[config.mk]
export PLATFORM = sky130hd
export DESIGN_NAME = mul_div_register_unit
export DESIGN_NICKNAME = d
export VERILOG_FILES = /design/src/rtl/mdru_pkg.sv /design/src/rtl/mdru_ctrl.sv /design/src/rtl/mdru_dp.sv /design/src/rtl/mul_div_register_unit.sv
export SDC_FILE = /design/constraint.sdc
export NUM_CORES = 1
export LEC_CHECK = 0
export ABC_CLOCK_PERIOD_IN_PS = 5900
export BUFFER_PORTS_ARGS = -buffer_cell sky130_fd_sc_hd__buf_2
export CAP_MARGIN = 40
export CORE_ASPECT_RATIO = 0.8
export CORE_MARGIN = 2
export CORE_UTILIZATION = 25
export DETAILED_ROUTE_END_ITERATION = 7
export HOLD_SLACK_MARGIN = 0.05
export PLACE_DENSITY_LB_ADDON = 0.12
export SLEW_MARGIN = 15
export SYNTH_ARGS = -nofsm -noshare
export SYNTH_HDL_FRONTEND = slang
export SYNTH_SLANG_ARGS = --single-unit
[constraint.sdc]
create_clock -name clk -period 5.9 [get_ports clk]
set_input_delay 0 -clock clk [delete_from_list [all_inputs] [get_ports clk]]
set_output_delay 0 -clock clk [all_outputs]
set_load 0.02 [all_outputs]
[src/rtl/mdru_pkg.sv]
// Shared types and constants for the multiply/divide register unit.
`timescale 1ns / 1ps

package mdru_pkg;

  localparam logic [3:0] OFF_MUL_TRIG = 4'd5;
  localparam logic [3:0] OFF_DIV_TRIG = 4'd7;
  localparam logic [3:0] OFF_RES0     = 4'd8;
  localparam logic [3:0] OFF_RES1     = 4'd9;
  localparam logic [3:0] OFF_RES2     = 4'd10;
  localparam logic [3:0] OFF_RES3     = 4'd11;
  localparam logic [3:0] OFF_REM0     = 4'd12;
  localparam logic [3:0] OFF_REM1     = 4'd13;
  localparam logic [3:0] OFF_MODE     = 4'd14;
  localparam logic [3:0] OFF_STATUS   = 4'd15;

  localparam logic       REQ_WRITE    = 1'b1;
  localparam int         MODE_SIGNED  = 0;
  localparam logic [7:0] STATUS_DONE  = 8'h80;
  localparam int         DIV_STEPS    = 32;

  // controller -> datapath
  typedef struct packed {
    logic accept;    // input beat taken this cycle
    logic mul_go;    // form the product
    logic div_init;  // load magnitudes, catch divide by zero
    logic div_step;  // one restoring step
    logic div_fix;   // apply signs and store
  } cmd_t;

  // datapath -> controller
  typedef struct packed {
    logic dvs_zero;
  } sts_t;

endpackage

[src/rtl/mdru_ctrl.sv]
// Sequencer for the multiply/divide register unit: handshakes and operation steps.
`timescale 1ns / 1ps

module mdru_ctrl (
  input  logic          clk,
  input  logic          rst,
  input  logic          s_tvalid,
  output logic          s_tready,
  input  logic          req_type,
  input  logic [3:0]    reg_offset,
  output logic          m_tvalid,
  input  logic          m_tready,
  output mdru_pkg::cmd_t cmd,
  input  mdru_pkg::sts_t sts
);
  import mdru_pkg::*;

  typedef enum logic [2:0] {
    S_IDLE,
    S_MUL,
    S_DIV_INIT,
    S_DIV_RUN,
    S_DIV_FIX
  } state_t;

  localparam int CW = $clog2(DIV_STEPS);

  state_t        state;
  logic [CW-1:0] step;
  logic          accept;

  assign s_tready = (state == S_IDLE) && (!m_tvalid || m_tready);
  assign accept   = s_tvalid && s_tready;

  always_comb begin
    cmd          = '0;
    cmd.accept   = accept;
    cmd.mul_go   = (state == S_MUL);
    cmd.div_init = (state == S_DIV_INIT);
    cmd.div_step = (state == S_DIV_RUN);
    cmd.div_fix  = (state == S_DIV_FIX);
  end

  always_ff @(posedge clk) begin
    if (rst) begin
      state    <= S_IDLE;
      step     <= '0;
      m_tvalid <= 1'b0;
    end else begin
      // every beat answers with one byte, queued at accept
      if (accept) begin
        m_tvalid <= 1'b1;
      end else if (m_tready) begin
        m_tvalid <= 1'b0;
      end
      unique case (state)
        S_IDLE: begin
          if (accept && req_type == REQ_WRITE) begin
            if (reg_offset == OFF_MUL_TRIG) begin
              state <= S_MUL;
            end else if (reg_offset == OFF_DIV_TRIG) begin
              state <= S_DIV_INIT;
            end
          end
        end
        S_MUL: begin
          state <= S_IDLE;
        end
        S_DIV_INIT: begin
          step  <= '0;
          state <= sts.dvs_zero ? S_IDLE : S_DIV_RUN;
        end
        S_DIV_RUN: begin
          step <= step + 1'b1;
          if (step == CW'(DIV_STEPS - 1)) begin
            state <= S_DIV_FIX;
          end
        end
        S_DIV_FIX: begin
          state <= S_IDLE;
        end
        default: begin
          state <= S_IDLE;
        end
      endcase
    end
  end

endmodule

[src/rtl/mdru_dp.sv]
// Datapath for the multiply/divide register unit: register file, multiplier, divider.
`timescale 1ns / 1ps

module mdru_dp (
  input  logic           clk,
  input  logic           rst,
  input  mdru_pkg::cmd_t cmd,
  output mdru_pkg::sts_t sts,
  input  logic           req_type,
  input  logic [3:0]     reg_offset,
  input  logic [7:0]     write_data,
  output logic [7:0]     read_data
);
  import mdru_pkg::*;

  logic [7:0]  opnd [8];
  logic [7:0]  res  [4];
  logic [7:0]  remd [2];
  logic [7:0]  mode;
  logic        done;

  logic [31:0] dv_q;
  logic [15:0] dv_r;
  logic [15:0] dvs_mag;
  logic        neg_q;
  logic        neg_r;

  logic        sgn;
  logic [15:0] mcand, mplier, dvs;
  logic [31:0] dvd;
  logic [33:0] prod;
  logic [16:0] sh;
  logic        ge;
  logic [16:0] diff;
  logic [31:0] q_fix;
  logic [15:0] r_fix;
  logic [7:0]  rd_byte;
  logic        wr;

  assign sgn    = mode[MODE_SIGNED];
  assign mcand  = {opnd[1], opnd[0]};
  assign mplier = {opnd[5], opnd[4]};
  assign dvs    = {opnd[7], opnd[6]};
  assign dvd    = {opnd[3], opnd[2], opnd[1], opnd[0]};
  assign wr     = (req_type == REQ_WRITE);

  assign sts.dvs_zero = (dvs == '0);

  // 17-bit operands cover both modes: zero- or sign-extended
  assign prod = 34'($signed({sgn & mplier[15], mplier}) * $signed({sgn & mcand[15], mcand}));

  assign sh   = {dv_r, dv_q[31]};
  assign ge   = (sh >= {1'b0, dvs_mag});
  assign diff = sh - {1'b0, dvs_mag};

  assign q_fix = neg_q ? (32'd0 - dv_q) : dv_q;
  assign r_fix = neg_r ? (16'd0 - dv_r) : dv_r;

  always_comb begin
    rd_byte = '0;
    case (reg_offset)
      OFF_RES0:   rd_byte = res[0];
      OFF_RES1:   rd_byte = res[1];
      OFF_RES2:   rd_byte = res[2];
      OFF_RES3:   rd_byte = res[3];
      OFF_REM0:   rd_byte = remd[0];
      OFF_REM1:   rd_byte = remd[1];
      OFF_MODE:   rd_byte = mode;
      OFF_STATUS: rd_byte = done ? STATUS_DONE : 8'h00;
      default:    rd_byte = opnd[reg_offset[2:0]];
    endcase
  end

  always_ff @(posedge clk) begin
    if (rst) begin
      for (int i = 0; i < 8; i++) opnd[i] <= '0;
      for (int i = 0; i < 4; i++) res[i]  <= '0;
      for (int i = 0; i < 2; i++) remd[i] <= '0;
      mode <= '0;
      done <= 1'b0;
    end else begin
      if (cmd.accept) begin
        read_data <= wr ? 8'h00 : rd_byte;
        if (wr && !reg_offset[3]) begin
          opnd[reg_offset[2:0]] <= write_data;
        end else if (wr && reg_offset == OFF_MODE) begin
          for (int i = 0; i < 8; i++) opnd[i] <= '0;
          for (int i = 0; i < 4; i++) res[i]  <= '0;
          for (int i = 0; i < 2; i++) remd[i] <= '0;
          mode <= write_data;
        end else if (!wr && reg_offset == OFF_STATUS) begin
          done <= 1'b0;
        end
      end

      if (cmd.mul_go) begin
        for (int i = 0; i < 4; i++) res[i] <= prod[8*i +: 8];
        done <= 1'b1;
      end

      if (cmd.div_init) begin
        neg_q   <= sgn & (dvd[31] ^ dvs[15]);
        neg_r   <= sgn & dvd[31];
        dv_q    <= (sgn & dvd[31]) ? (32'd0 - dvd) : dvd;
        dvs_mag <= (sgn & dvs[15]) ? (16'd0 - dvs) : dvs;
        dv_r    <= '0;
        if (sts.dvs_zero) begin
          for (int i = 0; i < 4; i++) res[i] <= '0;
          remd[0] <= dvd[7:0];
          remd[1] <= dvd[15:8];
          done    <= 1'b1;
        end
      end

      if (cmd.div_step) begin
        dv_r <= ge ? diff[15:0] : sh[15:0];
        dv_q <= {dv_q[30:0], ge};
      end

      if (cmd.div_fix) begin
        for (int i = 0; i < 4; i++) res[i] <= q_fix[8*i +: 8];
        remd[0] <= r_fix[7:0];
        remd[1] <= r_fix[15:8];
        done    <= 1'b1;
      end
    end
  end

endmodule

[src/rtl/mul_div_register_unit.sv]
// Top level of the byte-wide multiply/divide register unit.
`timescale 1ns / 1ps
//
// Register accesses arrive as beats on the s_ channel: tuser is the access kind
// (1 = write), tdata carries the offset and the write byte. Every beat returns
// one byte on the m_ channel: the register contents on a read, zero on a write.
// The answer is registered and shows up the cycle after the beat is taken.
// Writing offset 5 runs a 16x16 multiply in the S_MUL state.
// Writing offset 7 runs a 32/16 divide: a setup state, the radix-2 restoring
// divider loop and a sign-fixup state, in that order; a zero divisor ends the
// operation after the setup state. While an operation runs s_tready is low;
// other beats do not start an operation.
// A stalled answer holds in the output register; no new beat is taken until
// the output is free or drains in the same cycle.
// Synchronous reset clears all operand, result and mode bytes and the done
// flag, and drops m_tvalid.
module mul_div_register_unit (
  input  logic        clk,
  input  logic        rst,
  input  logic        s_tvalid,
  output logic        s_tready,
  input  logic [15:0] s_tdata,   // [3:0] reg_offset, [11:4] write_data, [15:12] zero
  input  logic        s_tuser,   // [0] req_type
  output logic        m_tvalid,
  input  logic        m_tready,
  output logic [7:0]  m_tdata    // [7:0] read_data
);
  import mdru_pkg::*;

  cmd_t cmd;
  sts_t sts;

  mdru_ctrl u_ctrl (
    .clk        (clk),
    .rst        (rst),
    .s_tvalid   (s_tvalid),
    .s_tready   (s_tready),
    .req_type   (s_tuser),
    .reg_offset (s_tdata[3:0]),
    .m_tvalid   (m_tvalid),
    .m_tready   (m_tready),
    .cmd        (cmd),
    .sts        (sts)
  );

  mdru_dp u_dp (
    .clk        (clk),
    .rst        (rst),
    .cmd        (cmd),
    .sts        (sts),
    .req_type   (s_tuser),
    .reg_offset (s_tdata[3:0]),
    .write_data (s_tdata[11:4]),
    .read_data  (m_tdata)
  );

endmodule

Word level (Yosys, flattened, before mapping)

Memory sizes are Yosys's and may differ from the RTL's.
Index checks and enable logic that the tools add are counted.

Flip-flop bits (word level): 92
RAM bits: 112
Bits of input ports: 21
Output and inout port bits: 10
Logic and storage cells: 180
Memories kept: 3

$add $sub $neg: 6
Multipliers: 1
$lt $le $gt $ge: 1
Equal/unequal tests: 18
Muxes and demuxes: 82
Bitwise operators: 38
Reductions and logical operators: 20

Memories:

| memory    | depth | width | read ports | clocked after Yosys merged registers in | wr ports | RTL line      | text |
|---|---|---|---|---|---|---|---|
| u_dp.opnd | 8     | 8     | 9          | 0                                       | 8        | mdru_dp.sv:16 | `logic [7:0] opnd [8];` |
| u_dp.res  | 4     | 8     | 4          | 0                                       | 4        | mdru_dp.sv:17 | `logic [7:0] res [4];` |
| u_dp.remd | 2     | 8     | 2          | 0                                       | 2        | mdru_dp.sv:18 | `logic [7:0] remd [2];` |

Operator list:

| operator                                                             | count |
|---|---|
| 8-bit 2-to-1 mux                                                     | 32 |
| 32-bit 2-to-1 mux                                                    | 4 |
| 16-bit 2-to-1 mux                                                    | 5 |
| 8-bit one-hot mux with 8 select lines                                | 1 |
| 1-bit by 32-bit subtractor with 32-bit output (first input constant) | 2 |
| 4-bit == test (second input constant)                                | 8 |
| 17-bit by 17-bit multiplier with 32-bit output                       | 1 |
| 1-bit 2-to-1 mux                                                     | 32 |
| 1-bit by 16-bit subtractor with 16-bit output (first input constant) | 2 |
| 1-bit bitwise OR                                                     | 30 |
| 17-bit by 16-bit greater-or-equal comparator with 1-bit output       | 1 |
| 16-bit zero test                                                     | 1 |
| 16-bit subtractor                                                    | 1 |
| 3-bit 2-to-1 mux                                                     | 5 |
| 5-bit one-hot mux with 2 select lines                                | 1 |
| 3-bit one-hot mux with 3 select lines                                | 1 |
| 4-bit by 3-bit == test with 1-bit output (second input constant)     | 2 |
| 8-bit OR reduction                                                   | 1 |
| 3-bit by 2-bit == test with 1-bit output (second input constant)     | 2 |
| 1-bit logical AND                                                    | 6 |
| 2-bit AND reduction                                                  | 3 |
| 3-bit AND reduction                                                  | 2 |
| 5-bit by 1-bit adder with 5-bit output (second input constant)       | 1 |
| 1-bit bitwise AND                                                    | 5 |
| 13 further kinds                                                     | 17 |

Depth between registers and ports, before layout

Gate-level depths: netlist of the first run.

Depth in word-level cells: 11
Depth in mapped cells: 26
Mapped depth without buffers: 24

Modules after synthesis

Synthesis of the first run repeated with hierarchy kept, for this count alone.

Cell total of the unflattened synthesis: 2,317
Area total of the unflattened synthesis: 22,405.2 µm²

Modules (own cells, without submodules):

| module    | instances | cells an instance | area each (µm²) | seq. area each (µm²) |
|---|---|---|---|---|
| mdru_dp   | 1         | 2,250             | 21,861.0        | 5,685.5 |
| mdru_ctrl | 1         | 67                | 544.3           | 180.2 |

Least setup slack after synthesis of the first run

No wires, ideal clock.

Path type: register to register
Start point: memory u_dp.opnd[0][7]
End point: memory u_dp.res[3][4] (data pin)
Library setup time: 271 ps
Data arrival time: 6,276 ps
Required time: 5,629 ps
Path slack: -647 ps
Stages on the path, launching flop included: 24
Buffers on the path: 2
Clock period less this slack: 6,547 ps
Cells stage by stage: edfxtp_1 clkbuf_1 clkbuf_1 nand2_1 fa_1 inv_1 fa_1 inv_1 fa_1 inv_1 fa_1 fa_1 inv_1 fa_1 inv_1 ha_1 a21oi_1 nor2_1 o31ai_1 nand2_1 o41ai_1 o21ai_0 xnor2_1 o22ai_1

RTL lines:

| item               | RTL line |
|---|---|
| start: declaration | mdru_dp.sv:16 |
| end: declaration   | mdru_dp.sv:17 |

==> results_dict.tcl, run 1 <==
set metrics [dict create \
    grt_pass1_vias 18200 \
    r2r_cells 24 \
    place.gp.congestion 0.820 \
    ctsRootBufferMaster "clkbuf_16" \
    syn_area_per_cell_sq_um 9.64 \
    port_buffers 26 \
    overflow 0 \
    skew_ns 0.0162 \
    initial_core_util_pct 25.3 \
    boundaryPins 31 \
    ir_drop_mv 0.316 \
    synth-edff-count 178 \
    p_comb_share_pct 55.2 \
    clockBufferDepth 3 \
    num_vias 17400 \
    area_delta_synth_final_pct 23.2 \
    synth.cell_area_sq_mm 0.0223 \
    cellPowerDensity_mw_per_mm2 270 \
    rsz0062_at_grt "true" \
    layout_min_cycle_time_ns 6.08 \
    end_kind "flop" \
    grt_pass1_wl_microns 120000 \
    grt_max_degree 59 \
    p_seq_share_pct 22.3 \
    grt_usage_pct 17.6 \
    hpwl_microns 63500 \
    synth_cells 2314 \
    power_leakage_uw 0.0120 \
    intPower_uw 4490 \
    cp_data_arrival_time_ns 6.37 \
    cts.clk_slew.worst_paths_ns 0.06 \
    fin_cells 3745 \
    worstHoldPathCells 4 \
    htreeDepth 1 \
    path_max_fanout 4 \
    worst_pin_slew_ns 0.808 \
    yosysMostFrequentCell "inv_1" \
    antenna_left 0 \
    numCtsBuffers 27 \
    dieArea_sq_mm 0.0916 \
    period_share_pct 103 \
    fmax_mhz 165 \
    p_clk_share_pct 22.5 \
    drt_wl_total_microns 79900 \
    violations "setup timing" \
    firstDrtPassIters 5 \
    hold_path_class "in2reg" \
    cts_tree "yes" \
    wl_per_cell_microns 21.3 \
    drv_cap 0 \
    seq_area_frac_synth_pct 26.3 \
    drive_gt1_share_pct 19.2 \
    ys_warn_count 0 \
    drt_iter0_drc 1199 \
    dpl.cell_count 3629 \
    drv_slew 0 \
    nets 2945 \
    cp.required_ns 6.20 \
    coreArea_sq_mm 0.0880 \
    p_total_uw 7410 \
    status "complete, but fails checks" \
    ys_ff_latch 204 \
    fp.dieH_microns 271 \
    dieWidth_microns 338 \
    fin_ws_ns -0.176 \
    p_sw_uw 2920 \
    yosys.area.top_type_share_pct 25.4 \
    vias_per_cell 4.63 \
    synth_area_leaders "fa_1 (25%), edfxtp_1 (24%), inv_1 (5.9%)" \
    clock_latency_ns 0.56 \
    yosysUniqueCellTypes 65 \
    cts.sinks 204 \
    startpoint_type "flop" \
    setup_violations 10 \
    synthesis.nets 2722 \
    yosys.area.top_type "fa_1" \
    synth_ff_type "edfxtp_1" \
    relSlewSlack_pct 46.1 \
    drc 0 \
    async_flop_share_pct 0 \
    row_count 97 \
    synth.top_cells.by_count "inv_1 (348), fa_1 (283), nand2_1 (236), and2_1 (188), edfxtp_1 (178)" \
    critPathKind "reg2reg" \
    finalHoldViolations 0 \
    swShare_pct 39.4 \
    antenna_found_initial 5 \
]
sequential cells by signal, summed over array words and instances, names as in the netlist:
signal and cells:
u_ctrl.m_tvalid 1, u_dp.neg_r 1, u_dp.remd 16, u_dp.read_data 8
u_dp.dv_q 32, u_ctrl.state 3, u_dp.res 32, u_dp.neg_q 1
u_dp.opnd 64, u_dp.dv_r 16, u_dp.done 1, u_ctrl.step 5
u_dp.mode 8, u_dp.dvs_mag 16
stage by stage:
step	utilization (%)	worst slack, ns	hold WS [ns]	instance area, sq um	setup TNS [ns]
floorplan	-	0.00703	0.144	22400	0
global placement	28.6	-0.615	0.297	25200	-4.84
detailed placement	28.8	-0.490	0.301	25300	-4.38
CTS	30.8	-0.145	0.101	27100	-0.616
global route	31.2	-0.377	0.124	27500	-3.98
finish	31.2	-0.176	0.122	27500	-0.947
layout make-up:
cell class | instances | area (sq um)
multi-input cells | 1645 | 15300
fillers | 9235 | 60500
repair buffers | 311 | 2650
flip-flops and latches | 204 | 5870
well taps | 1188 | 1490
inverters | 348 | 1310
clock buffers | 39 | 771
diodes | 1 | 2.50
clock inverters | 9 | 100
layout by cell type (no fill, tap or decap), types with 57 or more instances in the layout:
cell type	count
inv_1	330
fa_1	275
nand2_1	221
buf_4	209
and2_1	182
edfxtp_1	178
nor2_1	140
ha_1	90
o21ai_0	74
xor2_1	72
a21oi_1	68
xnor2_1	57
routing by layer:
| metal | track usage (%) | vias to the layer above | wire (microns) |
|---|---|---|---|
| li1 | - | 8016 | - |
| met1 | 27.4 | 8893 | 40600 |
| met2 | 26.5 | 385 | 34300 |
| met3 | 1.78 | 61 | 3630 |
| met4 | 2.85 | 0 | 1280 |
| met5 | 0 | - | 0 |
power groups by stage:
stage	sequential [uW]	combinational, uW	clock, uW
final	1650	4090	1670
after detailed placement	1690	3330	0
after floorplan	1670	1960	0
after CTS	1650	3810	1700
after global placement	1690	3340	0
after global routing	1660	4510	1750
cells by family (layout without fill, tap and decap cells):
kind of cell	Yosys count	count (layout)	share of synthesized area (%)
xor gates and xnor gates	130	130	5.17
and+or+nand+nor	767	767	17.3
DFF	204	204	26.3
AOI/OAI and AO/OA	305	305	8.57
muxes	56	56	3.57
other	0	1	0
adders and majority gates	387	387	31.2
buffers and inverters	465	707	7.86
path summary, 6_finish.rpt:
| kind | start | to | slack [ns] |
|---|---|---|---|
| setup / recovery | u_dp.opnd[0][5]$_SDFFCE_PN0P_ | u_dp.res[3][2]$_DFFE_PP_ | -0.18 |
| hold / removal | s_tdata[0] | u_dp.opnd[2][6]$_SDFFCE_PN0P_ | 0.12 |
| setup reg to reg | u_dp.opnd[0][5]$_SDFFCE_PN0P_ | u_dp.res[3][2]$_DFFE_PP_ | -0.18 |
| hold reg to reg | u_ctrl.step[4]$_SDFFE_PP0P_ | u_ctrl.step[4]$_SDFFE_PP0P_ | 0.46 |
worst max-delay path: stages (launching register included):
cell      delay, ns
edfxtp_1       0.48
buf_6          0.18
buf_6          0.11
and2_4         0.13
fa_1           0.54
inv_2          0.04
fa_2           0.53
inv_2          0.04
fa_2           0.32
fa_1           0.47
fa_1           0.57
inv_2          0.04
fa_1           0.54
inv_2          0.05
ha_4           0.24
a21oi_4        0.19
a21oi_4        0.10
o31ai_4        0.28
buf_6          0.14
nand2_4        0.05
o41ai_4        0.20
buf_4          0.19
buf_4          0.11
xor2_1         0.15
o22ai_1        0.09
timing repair:
action / in CTS / in global routing
endpoints found under the hold margin: 82 / 0
hold buffers: 22 / 0
gates cloned: 0 / 1
buffers inserted: 31 / 13
setup endpoints to repair: 16 / 19
gates resized for setup: 86 / 75
pin swaps: 46 / 56
No activity file was read; power rests on OpenSTA's default activity.
==> run 2, diff against run 1 <==
--- a/config.mk
+++ b/config.mk
@@ -6,7 +6,7 @@
 export NUM_CORES = 1
 export LEC_CHECK = 0
 export ABC_CLOCK_PERIOD_IN_PS = 5900
-export BUFFER_PORTS_ARGS = -buffer_cell sky130_fd_sc_hd__buf_2
+export BUFFER_PORTS_ARGS = -buffer_cell sky130_fd_sc_hd__buf_4
 export CAP_MARGIN = 40
 export CORE_ASPECT_RATIO = 0.8
 export CORE_MARGIN = 2
@@ -14,6 +14,8 @@
 export DETAILED_ROUTE_END_ITERATION = 7
 export HOLD_SLACK_MARGIN = 0.05
 export PLACE_DENSITY_LB_ADDON = 0.12
+export SETUP_SLACK_MARGIN = 0.15
+export SKIP_LAST_GASP = 1
 export SLEW_MARGIN = 15
 export SYNTH_ARGS = -nofsm -noshare
 export SYNTH_HDL_FRONTEND = slang
==> run 2 against run 1 <==
Net effect: the flow still finishes with violations (setup timing); total power rose by 4.7%; critical path depth down 5; sequential power barely moved; design area up 0.81%; combinational power is 8.6% higher; first-iteration DRC count grew 15%; highest routed layer unchanged; sequential share of layout area fell by 0.17 points.
==> results_dict.tcl, run 2 (synthesized netlist as in run 1, its figures left out) <==
set metrics [dict create \
    setup_tns_ns -0.576 \
    cts_tree "yes" \
    row_count 97 \
    nets 2949 \
    period_share_pct 102 \
    hold_path_class "in2reg" \
    drv_slew 0 \
    wl_per_cell_microns 21.3 \
    antenna_left 0 \
    vias_per_cell 4.62 \
    worst_pin_slew_ns 0.905 \
    drive_gt1_share_pct 20.7 \
    drc 0 \
    fp.dieH_microns 271 \
    intPower_uw 4700 \
    skew_ns 0.0208 \
    overflow 0 \
    setup_violations 9 \
    initial_core_util_pct 25.3 \
    grt_pass1_wl_microns 120000 \
    drt_iter0_drc 1375 \
    seqCellArea_sq_mm 0.00587 \
    htreeDepth 1 \
    cts.clk_slew.worst_paths_ns 0.06 \
    finalHoldViolations 0 \
    ir_drop_mv 0.260 \
    hpwl_microns 63700 \
    fillers 9162 \
    place.gp.congestion 0.807 \
    startpoint_type "flop" \
    critPathKind "reg2reg" \
    relSlewSlack_pct 39.6 \
    p_seq_share_pct 21.3 \
    area_delta_synth_final_pct 24.2 \
    status "complete, but fails checks" \
    numCtsBuffers 26 \
    ctsRootBufferMaster "clkbuf_16" \
    final_cell_mix "inv_1 (319), fa_1 (263), buf_4 (241), nand2_1 (221), edfxtp_1 (178)" \
    top_register "u_dp.opnd" \
    p_comb_share_pct 57.2 \
    drt_wl_total_microns 79700 \
    grt_max_degree 75 \
    rsz0062_at_grt "true" \
    swShare_pct 39.4 \
    power_leakage_uw 0.0120 \
    path_max_fanout 5 \
    final_common_cell "inv_1" \
    antenna_found_initial 8 \
    firstDrtPassIters 6 \
    coreArea_sq_mm 0.0880 \
    cp.required_ns 6.19 \
    grt_pass1_vias 18300 \
    port_buffers 26 \
    violations "setup timing" \
    dieWidth_microns 338 \
    fin_ws_ns -0.126 \
    drv_cap 0 \
    layout_min_cycle_time_ns 6.03 \
    p_sw_uw 3060 \
    largest_registers "u_dp.opnd (64), u_dp.dv_q (32), u_dp.res (32)" \
    boundaryPins 31 \
    fmax_mhz 166 \
    num_vias 17300 \
    dieArea_sq_mm 0.0916 \
    clock_latency_ns 0.57 \
    end_kind "flop" \
    p_clk_share_pct 21.5 \
    largest_reg_flops 64 \
    cellPowerDensity_mw_per_mm2 280 \
    cp_data_arrival_time_ns 6.32 \
    cts.sinks 204 \
    grt_usage_pct 17.6 \
    dp_slack_ns -0.431 \
    multiInputGateArea_sq_mm 0.0154 \
    clockBufferDepth 3 \
]
## run 2: stage by stage
step / total power [uW] / hold WS, ns / cells / utilization, % / cell area, sq um
floorplan: 3760 / 0.144 / 2314 / - / 22600
global placement: 5230 / 0.293 / 3611 / 28.8 / 25400
detailed placement: 5230 / 0.296 / 3622 / 29.0 / 25500
CTS: 7520 / 0.250 / 3743 / 31.2 / 27500
global route: 8270 / 0.327 / 3749 / 31.5 / 27700
finish: 7760 / 0.286 / 3751 / 31.5 / 27700
## run 2: power by group through the flow
stage	Combinational [uW]	Sequential, uW	Clock [uW]
after floorplan	2090	1670	0
after global routing	4860	1660	1760
after detailed placement	3540	1690	0
after CTS	4170	1650	1700
final	4440	1650	1670
after global placement	3540	1690	0
## run 2: worst paths after layout
kind                                                    start                              end  slack (ns)  depth (start not counted)
worst max register to register  u_dp.opnd[4][0]$_SDFFCE_PN0P_         u_dp.res[3][2]$_DFFE_PP_       -0.13                         19
worst min-delay path                               s_tdata[1]  u_dp.read_data[7]$_SDFFCE_PP0P_        0.29                          5
worst min register to register    u_ctrl.step[4]$_SDFFE_PP0P_      u_ctrl.step[4]$_SDFFE_PP0P_        0.46                          2
worst max-delay path            u_dp.opnd[4][0]$_SDFFCE_PN0P_         u_dp.res[3][2]$_DFFE_PP_       -0.13                         19
## run 2: area by class of cell
class,instances,area share [%]
repair buffers,316,10.0
flip-flops and latches,204,21.2
well taps,1188,5.36
clock buffers,38,2.74
multi-input cells,1645,55.5
diodes,2,0.0181
clock inverters,10,0.411
inverters,348,4.73
## run 2: critical path, cell delays in order, from the launching register on
cell      delay (ns)
edfxtp_1        0.50
or2_2           0.34
fa_1            0.51
fa_1            0.50
inv_1           0.05
fa_1            0.55
fa_1            0.45
fa_1            0.52
inv_2           0.04
fa_1            0.57
inv_2           0.07
ha_4            0.26
nand4_1         0.12
a21oi_2         0.07
o31ai_4         0.33
nand2_2         0.12
o41ai_4         0.32
buf_4           0.18
xor2_1          0.14
o22ai_1         0.10
## run 2: routing by layer
metal	GRT usage, %	vias up	part of all wire [%]
met4	2.82	0	1.6
met2	26.2	350	43
met5	0	-	0
li1	-	8019	-
met1	27.7	8905	52
met3	1.88	66	3.9
## run 2: what timing repair did
action | CTS | global route
endpoints found under the hold margin | 98 | 0
endpoints found under the setup margin | 16 | 20
setup buffers | 49 | 6
resized for setup | 126 | 49
hold buffers | 24 | 0
pin swaps | 82 | 45
